--- config.mk ---
export PLATFORM = sky130hd
export DESIGN_NAME = wct_mix_core
export DESIGN_NICKNAME = d
export VERILOG_FILES = /design/src/design/wct_pkg.sv /design/src/design/wct_mix_core.sv
export SDC_FILE = /design/constraint.sdc
export NUM_CORES = 1
export LEC_CHECK = 0
export BUFFER_PORTS_ARGS = -buffer_cell sky130_fd_sc_hd__buf_2
export CAP_MARGIN = 20
export CORE_UTILIZATION = 30
export CTS_BUF_LIST = sky130_fd_sc_hd__clkbuf_8
export DETAILED_ROUTE_END_ITERATION = 7
export GPL_ROUTABILITY_DRIVEN = 0
export HOLD_SLACK_MARGIN = 0.05
export PLACE_DENSITY = 0.53
export REMOVE_ABC_BUFFERS = 1
export SETUP_SLACK_MARGIN = 0.05
export SLEW_MARGIN = 20
export SYNTH_ARGS = -nofsm -noshare
export SYNTH_HDL_FRONTEND = slang
export SYNTH_SLANG_ARGS = --single-unit
--- constraint.sdc ---
create_clock -name i_clk -period 17.1 [get_ports i_clk]
set_clock_uncertainty 0.1 [all_clocks]
set_input_delay 3.42 -clock i_clk [delete_from_list [all_inputs] [get_ports i_clk]]
set_output_delay 3.42 -clock i_clk [all_outputs]
set_load 0.01 [all_outputs]
--- src/design/wct_pkg.sv ---
// Package for the chained table word cipher: modes, constants, issue struct, seed mix.
package wct_pkg;

    localparam int unsigned TABLE_DEPTH_DEF = 256;
    localparam int unsigned WORD_W          = 32;

    localparam logic [WORD_W-1:0] SEED_TWO_INIT = 32'hEEEE_EEEE;
    localparam logic [WORD_W-1:0] MIX_ADD       = 32'h1111_1111;
    localparam int unsigned       MIX_SHL       = 32'h15;
    localparam int unsigned       MIX_SHR       = 32'h0B;
    localparam int unsigned       SEED_TWO_SHL  = 5;
    localparam logic [WORD_W-1:0] SEED_TWO_ADD  = 32'd3;

    typedef enum logic [1:0] {
        MODE_LOAD    = 2'd0,
        MODE_ENCRYPT = 2'd1,
        MODE_DECRYPT = 2'd2,
        MODE_NONE    = 2'd3
    } t_mode;

    // word handed from the front stage to the cipher core
    typedef struct packed {
        logic              decrypt;
        logic              first;
        logic [WORD_W-1:0] seed_one;
        logic [WORD_W-1:0] data;
    } t_issue;

    // seed one remix, applied once per cipher word
    function automatic logic [WORD_W-1:0] next_seed_one(input logic [WORD_W-1:0] s);
        logic [WORD_W-1:0] inv;
        begin
            inv = ~s;
            return ((inv << MIX_SHL) + MIX_ADD) | (s >> MIX_SHR);
        end
    endfunction

endpackage

--- src/design/wct_mix_core.sv ---
// Cipher core: seed two update, result word and output register.
module wct_mix_core (
    input  logic                       i_clk,
    input  logic                       i_rst_n,
    input  logic                       i_issue_valid,
    input  wct_pkg::t_issue            i_issue,
    input  logic [wct_pkg::WORD_W-1:0] i_table_word,
    input  logic                       i_out_ready,
    output logic                       o_advance,
    output logic                       o_valid,
    output logic [wct_pkg::WORD_W-1:0] o_result_word
);
    import wct_pkg::*;

    logic [WORD_W-1:0] r_seed_two;
    logic [WORD_W-1:0] n_seed_two;
    logic [WORD_W-1:0] seed_base;
    logic [WORD_W-1:0] seed_mix;
    logic [WORD_W-1:0] result;
    logic [WORD_W-1:0] plain;
    logic              r_out_valid;
    logic [WORD_W-1:0] r_out_word;
    logic              move;

    // output register free or being drained
    assign o_advance = !r_out_valid || i_out_ready;
    assign move      = i_issue_valid && o_advance;

    // one word of the chain
    always_comb begin
        seed_base  = i_issue.first ? SEED_TWO_INIT : r_seed_two;
        seed_mix   = seed_base + i_table_word;
        result     = i_issue.data ^ (i_issue.seed_one + seed_mix);
        plain      = i_issue.decrypt ? result : i_issue.data;
        n_seed_two = plain + seed_mix + (seed_mix << SEED_TWO_SHL) + SEED_TWO_ADD;
    end

    always_ff @(posedge i_clk) begin
        if (!i_rst_n) begin
            r_seed_two <= SEED_TWO_INIT;
        end else if (move) begin
            r_seed_two <= n_seed_two;
        end
    end

    // output register
    always_ff @(posedge i_clk) begin
        if (!i_rst_n) begin
            r_out_valid <= 1'b0;
        end else if (o_advance) begin
            r_out_valid <= i_issue_valid;
        end
    end

    always_ff @(posedge i_clk) begin
        if (move) begin
            r_out_word <= result;
        end
    end

    assign o_valid       = r_out_valid;
    assign o_result_word = r_out_word;

endmodule

## Yosys cells after proc, flatten, opt, wreduce, memory -nomap -nowiden

Cells that the tools add are included.

- Multiplexer cells: 2
- Equal/unequal tests: 0
- Multipliers: 0
- Add/subtract/negate cells: 5
- Div/mod/pow operators: 0
- Reduce and logical (&&, ||, !) cells: 3
- Shifts and indexed selects: 0
- $lt $le $gt $ge: 0
- Bitwise logic cells: 1

Operators with widths:

| operator | count |
|---|---|
| $add A32 B32 Y32 | 4 |
| $mux W32 | 2 |
| $add A32 B2 Y32 const B | 1 |
| $xor A32 B32 Y32 | 1 |
| $logic_and A1 B1 Y1 | 1 |
| $logic_not A1 Y1 | 1 |
| $logic_or A1 B1 Y1 | 1 |

- Memories: 0
- Input port bits: 102
- Register bits after elaboration: 65
- Latch bits: 0
- ROM bits: 0
- Logic and storage cells: 14
- Output and inout port bits: 34
- Bits in writable memories: 0

## Longest topological paths before layout

- Depth after elaboration: 8
- Depth in mapped cells: 34
- Depth with buffers taken out: 33

## Least setup slack after synthesis

OpenSTA, ideal clock, no wires.

- Path kind: input-to-reg
- From: in i_issue[64] (netlist name)
- To: reg r_seed_two[31]
- Setup time: 67 ps
- Arrival: 9972 ps
- Slack: 6961 ps
- Stages: 31
- Required time: 16933 ps
- Buffers on the path: 1
- Cells stage by stage: clkbuf_1 nor2b_1 ha_1 inv_1 fa_1 nor2b_1 o31ai_1 a31oi_1 o41ai_1 o21a_1 or2_2 o21ai_0 xor2_1 ha_1 and3_1 a311oi_1 o31a_1 xnor2_1 mux2_2 fa_1 ha_1 and2_1 nand3_1 nor3_1 a2111oi_0 a21oi_1 o2111ai_1 a31oi_1 xnor2_1 or3_1 nand4_1

- Word-level cells in the longest chain between the ends: 8

RTL lines:

| what | RTL line | source |
|---|---|---|
| start, declared | wct_mix_core.sv:6 | `input wct_pkg::t_issue i_issue,` |
| $mux W32 | wct_mix_core.sv:31 | `seed_base = i_issue.first ? SEED_TWO_INIT : r_seed_two;` |
| $add A32 B32 Y32 | wct_mix_core.sv:32 | `seed_mix = seed_base + i_table_word;` |
| $add A32 B32 Y32 | wct_mix_core.sv:33 | `result = i_issue.data ^ (i_issue.seed_one + seed_mix);` |
| $xor A32 B32 Y32 | wct_mix_core.sv:33 |  |
| named net result[23] | wct_mix_core.sv:19 | `logic [WORD_W-1:0] result;` |
| $mux W32 | wct_mix_core.sv:34 | `plain = i_issue.decrypt ? result : i_issue.data;` |
| $add A32 B32 Y32 (2 in series) | wct_mix_core.sv:35 | `n_seed_two = plain + seed_mix + (seed_mix << SEED_TWO_SHL) + SEED_TWO_ADD;` |
| $add A32 B2 Y32 | wct_mix_core.sv:35 |  |
| end signal, assigned | wct_mix_core.sv:42 | `r_seed_two <= n_seed_two;` |
| end, declared | wct_mix_core.sv:15 | `logic [WORD_W-1:0] r_seed_two;` |

The timed path passes the listed nets, and every way through them passes these cells.
A chain may end at the register's enable or synchronous reset.

## Worst setup path after layout

Same ends and word-level chain as after synthesis.

==> results.toml <==
[floorplan]
dieHeight_um = 168
start_util_pct = 30.6
die_x_um = 168
dieArea_um2 = 28300
io_pins = 136
coreArea_um2 = 27000
rows = 60

[sta]
relSlewSlack_pct = 42.1
finalHoldViolCount = 0
finalSetupTns_ns = 0
rsz0062_at_grt = "false"
slew_violations = 0
finalCriticalPeriod_ns = 11.19
fmax_mhz = 89.4
fin_ws_ns = 5.91
fin_crit_sh_pct = 65.4
worst_slew_pin_slew_ns = 0.858
whs_ns = 0.373
finalSetupViolCount = 0

[critical_path]
cpMostUsedCell = "ha_1"
critPathRequiredTime_ns = 17.31
path_class = "in2reg"
startpoint = "i_issue[64]"
cp.arrival_ns = 11.40
start_kind = "input port"
cp_slowest_stage_delay_ns = 0.74
timing.rr.start = "r_seed_two[2]"
end_kind = "register"
path_max_fanout = 32
cp_slowest_cell = "o41ai_1"

[clock_network]
clock_latency_ns = 0.37
cts.path.max_buffers = 2
cts-root-buf = "clkbuf_8"
cts_hold_buf = 0
h-tree-depth = 3
cts_resized = 0
postCtsSetupBuffers = 0
tritoncts = "yes"
path_clk_slew_ns = 0.08
clock_sinks = 65
cts_buffers = 9

[grt]
grt-ovfl-total = 0
grt_pass1_vias = 7246
grt_max_degree = 64
grt_usage_pct = 17.2
grt_pass1_wl_um = 38100
antenna_found_initial = 0

[placed_design]
io_buffers = 135
pre_cts_ws_ns = 5.57
dpl.hpwl_um = 19500

[yosys]
ys_top_cells_by_area = "ha_1 (15%), edfxtp_1 (12%), dfxtp_1 (8.0%)"
synth_cell_type_count = 70
yosys_warnings = 0
netlist.area_leader.share_pct = 15.4
synth-seq-cells = 65
synth_area_per_cell_um2 = 8.83
synth_area_um2 = 8280
synth_cells = 938
synth_edf_count = 32
seq_area_frac_synth_pct = 19.6
synth-async-reset-ratio_pct = 0
yosysTopAreaCell = "ha_1"
ys_dominant_reg_cell = "dfxtp_1"

[job]
maxCapViolations = 0

[route]
ant_nets = 0
vias = 7298
drt_pass1_iterations = 6
vias_per_cell = 5.18
drc = 0
wl_per_cell_um = 17.1
dr.first_iter.drc_count = 332
wl_um = 24100

[hold_path]
hold_class = "reg2reg"
min_from = "r_seed_two[1]"

[cells_and_area]
fin_util_pct = 35.2
diodes = 0
syn_to_final_growth_pct = 14.9
layout_common_cells = "buf_2 (135), ha_1 (102), nand2_1 (72)"
final_common_cell = "buf_2"
fillers = 2886
nNetsFinal = 1296
drive_above_1_share_pct = 20.1

[outcome]
outcome = "finished clean"
-- registers in the layout (all words and copies together) (netlist names) --
signal,count
r_seed_two,32
o_result_word,32
o_valid,1
-- per-stage QoR --
stage               instances  instance area, um2
floorplan                 914                8190
global placement         1393                9320
detailed placement       1393                9320
CTS                      1409                9520
global route             1409                9520
finish                   1409                9520
-- Yosys cell counts (3+ instances only) --
cell type / number
or3_1: 11
o211a_1: 5
inv_1: 32
a211oi_1: 7
dfxtp_1: 33
clkbuf_1: 20
o211ai_1: 21
a311oi_1: 4
o21bai_1: 5
nand2b_1: 11
or2_2: 30
fa_1: 29
nand2_1: 73
a211o_1: 5
nand4_1: 8
and3_1: 9
a21boi_0: 3
nor2b_1: 23
a21oi_1: 69
o21a_1: 18
xnor2_1: 69
o21ai_0: 49
a21o_1: 33
xnor3_1: 3
o311ai_0: 6
nor2_1: 49
edfxtp_1: 32
mux2_2: 23
a31oi_1: 13
and4_1: 3
buf_1: 4
nand3_1: 14
nor3_1: 18
ha_1: 102
o41ai_1: 3
and2_1: 8
xor2_1: 50
a41oi_1: 3
-- final timing paths --
| path | endpoint | slack [ns] | cells past startpoint |
|---|---|---|---|
| worst max-delay path | r_seed_two[31] | 5.91 | 31 |
| worst min-delay path | r_seed_two[1] | 0.37 | 2 |
| worst max register to register | r_seed_two[31] | 9.03 | 28 |
| worst min register to register | r_seed_two[1] | 0.37 | 2 |
-- worst max-delay path: cells and delay by family --
| kind | cells | cell delay (ns) |
|---|---|---|
| multiplexers | 1 | 0.31 |
| buffers and inverters | 2 | 0.52 |
| AND/OR/NAND/NOR | 11 | 1.72 |
| AO/OA/AOI/OAI | 9 | 2.93 |
| adder cells (fa/ha/maj) | 5 | 1.70 |
| XOR/XNOR | 3 | 0.76 |
-- metal layers --
layer	part of all wire [%]	GRT usage [%]	up-vias
met3	3.7	2.40	15
met4	1.2	3.91	0
met2	50	31.5	153
li1	-	-	3690
met5	0	0	-
met1	46	21.3	3440
-- cell families (layout without fill, tap and decap cells) --
kind of cell             after synthesis  in the layout  synth area share, %
XOR/XNOR                             122            122                 13.4
multiplexers                          25             25                 3.37
AO/OA/AOI/OAI                        274            274                 22.5
buffers and inverters                 56            186                 2.54
adder cells (fa/ha/maj)              131            131                 22.4
AND/OR/NAND/NOR                      265            265                 16.2
flip-flops                            65             65                 19.6
-- area by class of cell --
class	instances	area (um2)	area share, %
clock inverter	5	47.5	0.500
sequential	65	1620	17.0
inverter	32	120	1.26
timing repair buffer	138	698	7.34
clock buffer	11	151	1.59
tap	341	427	4.48
multi-input combinational	817	6450	67.8
Power is left out: the tool's default activity adds up to more than one toggle a clock period on the data nets, which glitch-free logic cannot reach.
