<file path="src/design/wct_pkg.sv">
// Package for the chained table word cipher: modes, constants, issue struct, seed mix.
package wct_pkg;

    localparam int unsigned TABLE_DEPTH_DEF = 256;
    localparam int unsigned WORD_W          = 32;

    localparam logic [WORD_W-1:0] SEED_TWO_INIT = 32'hEEEE_EEEE;
    localparam logic [WORD_W-1:0] MIX_ADD       = 32'h1111_1111;
    localparam int unsigned       MIX_SHL       = 32'h15;
    localparam int unsigned       MIX_SHR       = 32'h0B;
    localparam int unsigned       SEED_TWO_SHL  = 5;
    localparam logic [WORD_W-1:0] SEED_TWO_ADD  = 32'd3;

    typedef enum logic [1:0] {
        MODE_LOAD    = 2'd0,
        MODE_ENCRYPT = 2'd1,
        MODE_DECRYPT = 2'd2,
        MODE_NONE    = 2'd3
    } t_mode;

    // word handed from the front stage to the cipher core
    typedef struct packed {
        logic              decrypt;
        logic              first;
        logic [WORD_W-1:0] seed_one;
        logic [WORD_W-1:0] data;
    } t_issue;

    // seed one remix, applied once per cipher word
    function automatic logic [WORD_W-1:0] next_seed_one(input logic [WORD_W-1:0] s);
        logic [WORD_W-1:0] inv;
        begin
            inv = ~s;
            return ((inv << MIX_SHL) + MIX_ADD) | (s >> MIX_SHR);
        end
    endfunction

endpackage

</file>
<file path="src/design/wct_seed_front.sv">
// Front stage: decodes the input word, tracks seed one and issues table writes and reads.
module wct_seed_front #(
    parameter int unsigned TABLE_DEPTH = wct_pkg::TABLE_DEPTH_DEF
) (
    input  logic                           i_clk,
    input  logic                           i_rst_n,
    input  logic                           i_accept,
    input  logic [1:0]                     i_mode,
    input  logic [$clog2(TABLE_DEPTH)-1:0] i_table_index,
    input  logic [wct_pkg::WORD_W-1:0]     i_data_word,
    input  logic [wct_pkg::WORD_W-1:0]     i_key_seed,
    input  logic                           i_first_word,
    input  logic                           i_advance,
    output logic                           o_wr_en,
    output logic [$clog2(TABLE_DEPTH)-1:0] o_wr_addr,
    output logic                           o_rd_en,
    output logic [$clog2(TABLE_DEPTH)-1:0] o_rd_addr,
    output logic                           o_issue_valid,
    output wct_pkg::t_issue                o_issue
);
    import wct_pkg::*;

    localparam int unsigned IDX_W = $clog2(TABLE_DEPTH);

    logic              cipher;
    logic [WORD_W-1:0] seed_now;
    logic [WORD_W-1:0] r_seed_one;
    logic              r_valid;
    t_issue            r_issue;

    // decode
    always_comb begin
        unique case (t_mode'(i_mode))
            MODE_ENCRYPT, MODE_DECRYPT: cipher = 1'b1;
            default:                    cipher = 1'b0;
        endcase
    end

    assign seed_now  = i_first_word ? i_key_seed : r_seed_one;

    // table write for load words, table read for cipher words
    assign o_wr_en   = i_accept && (t_mode'(i_mode) == MODE_LOAD);
    assign o_wr_addr = i_table_index;
    assign o_rd_en   = i_accept && cipher;
    assign o_rd_addr = seed_now[IDX_W-1:0];

    // seed one chain, independent of the data
    always_ff @(posedge i_clk) begin
        if (!i_rst_n) begin
            r_seed_one <= '0;
        end else if (i_accept && cipher) begin
            r_seed_one <= next_seed_one(seed_now);
        end
    end

    // issue register, waits here while the table read completes
    always_ff @(posedge i_clk) begin
        if (!i_rst_n) begin
            r_valid <= 1'b0;
        end else if (i_accept && cipher) begin
            r_valid <= 1'b1;
        end else if (i_advance) begin
            r_valid <= 1'b0;
        end
    end

    always_ff @(posedge i_clk) begin
        if (i_accept && cipher) begin
            r_issue.decrypt  <= (t_mode'(i_mode) == MODE_DECRYPT);
            r_issue.first    <= i_first_word;
            r_issue.seed_one <= seed_now;
            r_issue.data     <= i_data_word;
        end
    end

    assign o_issue_valid = r_valid;
    assign o_issue       = r_issue;

endmodule

</file>
<file path="config.mk">
export PLATFORM = sky130hd
export DESIGN_NAME = wct_seed_front
export DESIGN_NICKNAME = d
export VERILOG_FILES = /design/src/design/wct_pkg.sv /design/src/design/wct_seed_front.sv
export SDC_FILE = /design/constraint.sdc
export NUM_CORES = 1
export LEC_CHECK = 0
export ABC_CLOCK_PERIOD_IN_PS = 4900
export BUFFER_PORTS_ARGS = -buffer_cell sky130_fd_sc_hd__buf_2
export CAP_MARGIN = 15
export CORE_MARGIN = 2
export CORE_UTILIZATION = 45
export CTS_CLUSTER_SIZE = 40
export DETAILED_ROUTE_END_ITERATION = 6
export PLACE_DENSITY = 0.77
export SYNTH_ARGS = -nofsm -noshare
export SYNTH_HDL_FRONTEND = slang
export SYNTH_SLANG_ARGS = --single-unit
</file>
<file path="constraint.sdc">
create_clock -name i_clk -period 4.9 [get_ports i_clk]
set_clock_uncertainty 0.15 [all_clocks]
set_input_delay 0.98 -clock i_clk [delete_from_list [all_inputs] [get_ports i_clk]]
set_output_delay 0.98 -clock i_clk [all_outputs]
set_load 0.01 [all_outputs]
</file>
# Word-level counts from Yosys, hierarchy flattened
# Index checks and enable logic that the tools add are counted.
[word_totals]
register_bits = 99
input_bits = 79
out_inout_bits = 85
elab_cells = 20
[op_classes]
add_sub_neg = 1
n_eq_ne = 2
n_mux = 4
bitwise_logic = 2
n_reduce_logical = 5
[op_table]
columns = ["op", "count"]
rows = [
  ["32-bit by 29-bit adder with 32-bit output, second input constant", 1],
  ["32-bit two-way mux", 1],
  ["32-bit by 21-bit bitwise OR with 32-bit output", 1],
  ["11-bit NOT", 1],
  ["1-bit two-way mux", 3],
  ["2-bit by 1-bit == test with 1-bit output, second input constant", 1],
  ["2-bit == test, second input constant", 1],
  ["1-bit logical AND", 2],
  ["2-bit logical NOT", 1],
  ["2-bit nonzero test", 1],
  ["2-bit OR reduction", 1],
]

# Longest topological paths before layout
[depth]
word_depth = 5
ltp_mapped = 9

# Worst setup path before layout
# No wires, ideal clock.
[synth_timing]
path_type = "input to output"
start = "in i_mode[0]"
end = "out o_rd_en"
t_arrival_ns = 3.518
required_ns = 3.770
path_slack_ns = 0.252
stages = 5
n_path_buf = 1
path_cell_list = "inv_1 ha_1 nand2_1 inv_1 clkbuf_1"
[synth_between]
elab_chain_cells = 4
[synth_lines]
columns = ["item", "line", "rtl"]
rows = [
  ["from (decl)", "wct_seed_front.sv:8", "input logic [1:0] i_mode,"],
  ["2-bit == test / 2-bit by 1-bit == test with 1-bit output (equally long branches)", "wct_seed_front.sv:33", "unique case (t_mode'(i_mode))"],
  ["2-bit OR reduction (*)", "wct_seed_front.sv:33", ""],
  ["1-bit two-way mux (*)", "wct_seed_front.sv:33", ""],
  ["1-bit logical AND (*)", "wct_seed_front.sv:44", "assign o_rd_en = i_accept && cipher;"],
  ["to (decl)", "wct_seed_front.sv:16", "output logic o_rd_en,"],
]
# Mark *: on every way between the ends. The rest lies on a longest branch, timed or not.

# Worst setup path after layout
# Ends and elaborated chain as after synthesis.

==> flow_summary.toml <==
[run_status]
status = "finished, final reports clean"

[yosys]
synth_top_family_by_area = "simple AND/OR/NAND/NOR gates"
ys_types = 37
ys_top_cells_by_area = "edfxtp_1 54%, dfxtp_1 15%, mux2_2 6.4%"
yosysWarnings = 0
synth_edf_count = 66
synthCells = 271
synthMuxAreaShare_pct = 9.248
synth_xor_xnor_area_share_pct = 0.7114
async_flop_share_pct = 0
synth-simple-area-share_pct = 10.67
synth_compound_area_share_pct = 3.659
syn_nets = 353
synth.cell_area_sq_mm = 0.003694
syn_avg_cell_area_sq_um = 13.63
ys_seq_elements = 94
seq_area_frac_synth_pct = 68.83
synth_top_area_cell = "edfxtp_1"
yosys_most_used_dff = "edfxtp_1"
synth.most_common_cell = "edfxtp_1"
synth_top_area_share_pct = 53.66
synth_commonest_cells = "66 x edfxtp_1, 34 x nor2_1, 28 x dfxtp_1, 21 x mux2_2, 20 x nand2_1"
synth_fa_ha_area_share_pct = 1.016

[sta]
relSlewSlack_pct = 39.92
fin_crit_ps = 3718
rsz0062_at_grt = "false"
tns_ps = 0
period_share_pct = 75.88
hold_violations = 0
whs_ps = 313.6
tightest_slew_ps = 901.3
fmax_ghz = 0.2689
slew_viol_final = 0
setup_viol = 0

[worst_setup_path]
cp.arrival_ps = 2590
required_ps = 3770
crit_top_cell = "buf_2"
path_max_fanout = 35
path_buf_inv = 5
cp_slowest_cell = "clkinv_2"
path_delay_family = "buffers and inverters"
path_depth = 7
r2r.worst_path.cells = 6
worstPathCellList = "buf_2 > inv_1 > ha_1 > nand2_1 > buf_4 > clkinv_2 > buf_2"
critical_path.endpoint_type = "output port"
path_class = "in2out"
start_kind = "input port"
cp_slowest_stage_delay_ps = 520

[pwr]
irDropWorstVdd_uv = 128.4
p_leak_nw = 1.955
p_per_area_mw_per_mm2 = 366.9

[cells_and_area]
final_design_area_no_fill_sq_mm = 0.004598
multi_input_area_sq_um = 934.6
nets = 485
seqCellArea_sq_mm = 0.002542
diodes = 0
layout-drive-gt1-share_pct = 47.30
nFillCells = 703
syn_to_final_growth_pct = 24.49

[cts]
cts_buffers = 9
postCtsHoldBufs = 0
cts_resized = 0
clk_latency_ps = 340
cts.sinks = 94
clk_pin_slew_ps = 80
cts_tree = "done"
cts_buffer_depth = 2
cts_setup_buffers = 0
htreeDepth = 3
root_buffer = "clkbuf_8"

[floorplanning]
core_sq_mm = 0.008093
die_x_um = 94.60
io_pins = 164
initial_core_util_pct = 45.64
placementRows = 33
die_h_um = 94.60
die-area_sq_mm = 0.008948

[place]
port_buffers = 147
gp_congestion = 0.7514
dp_hpwl_um = 5554
post_dp_cell_area_sq_mm = 0.004394

[grt]
grt_util_met2_pct = 27.74
grt_max_degree = 65
grt_pass1_vias = 2307
grt_overflow = 0
grt.busiest_layer = "met2"
met1_usage_pct = 20.30
antenna_found_initial = 0
grt_pass1_wl_um = 11210
grtUsageTotal_pct = 16.71
grt_use_met3_pct = 4.868

[route]
avgViaCountPerCell = 4.797
drc = 0
ant_nets = 0
routed_wl_um = 7697
drtPass1Iterations = 4
post_drt_wl_per_cell_um = 15.00
drtIter0Drc = 85
vias = 2461

[flow_run]
max_cap_viol_count = 0

[min_path]
worstHoldPathCells = 2
min_path_type = "reg2reg"
[state kept, by name, indices dropped and copies added, names as in the netlist]
signal         cells
o_issue           66
r_seed_one        27
o_issue_valid      1
[power by group]
| part | total [W] | internal, W | switching, W |
|---|---|---|---|
| combinational | 0.000232 | 0.0000991 | 0.000133 |
| clock | 0.000512 | 0.000268 | 0.000244 |
| sequential | 0.000943 | 0.000923 | 0.0000202 |
[cell usage in the layout (no fill, tap or decap), types with 2 or more instances in the layout]
| master | synthesis | routed |
|---|---|---|
| a211oi_1 | 3 | 3 |
| a21oi_1 | 9 | 9 |
| and2_1 | 2 | 2 |
| buf_2 | 2 | 147 |
| buf_4 | 16 | 2 |
| clkbuf_1 | 6 | 3 |
| clkbuf_8 | 0 | 9 |
| clkinv_2 | 0 | 2 |
| dfxtp_1 | 28 | 28 |
| edfxtp_1 | 66 | 66 |
| ha_1 | 3 | 3 |
| inv_1 | 7 | 6 |
| mux2_2 | 21 | 21 |
| mux2_4 | 2 | 2 |
| mux2i_1 | 3 | 3 |
| mux2i_4 | 2 | 2 |
| nand2_1 | 20 | 20 |
| nand2b_1 | 2 | 2 |
| nand3_1 | 4 | 4 |
| nor2_1 | 34 | 34 |
| nor3_1 | 17 | 17 |
| nor3b_2 | 2 | 2 |
| o211ai_1 | 2 | 2 |
| xnor2_1 | 3 | 3 |
[area by class of cell]
class,instances,share of cell area (%)
Clock inverter,3,0.9524
Multi-Input combinational cell,140,20.33
Tap cell,105,2.857
Timing Repair Buffer,149,16.33
Inverter,9,0.7619
Sequential cell,94,55.29
Clock buffer,13,3.483
[worst paths after layout]
check | from | endpoint | slack, ps
setup / recovery | i_mode[0] | o_rd_en | 1180
hold / removal | r_seed_one[9] | r_seed_one[9] | 310
setup reg to reg | r_seed_one[20] | r_seed_one[30] | 2990
hold reg to reg | r_seed_one[9] | r_seed_one[9] | 310
[per-stage QoR]
step	total power [W]	cells	worst slack, ps	utilization (%)
final	0.001687	513	1182	56.82
after global routing	0.001768	513	1048	56.82
after CTS	0.001703	513	1171	56.82
after detailed placement	0.001196	497	1176	54.30
after global placement	0.001189	497	1201	54.30
after floorplan	0.001110	271	251.8	-
[logic make-up after synthesis]
family                   after synthesis
multiplexers                          28
AND/OR/NAND/NOR                       85
adder cells (fa/ha/maj)                3
AO/OA/AOI/OAI                         21
XOR/XNOR                               3
flip-flops                            94
buffers and inverters                 37
[per-layer routing]
metal	vias up	wire, um
met4	0	88
met3	9	721
li1	1214	-
met2	99	3718
met1	1139	3168
met5	-	0
[worst min-delay path, delay by kind of cell, from the launching register on]
| kind | cells | cell delay (ps) |
|---|---|---|
| flip-flops | 1 | 320 |
| AO/OA/AOI/OAI | 1 | 50 |
| AND/OR/NAND/NOR | 1 | 50 |
No activity file was read; power rests on OpenSTA's default activity.
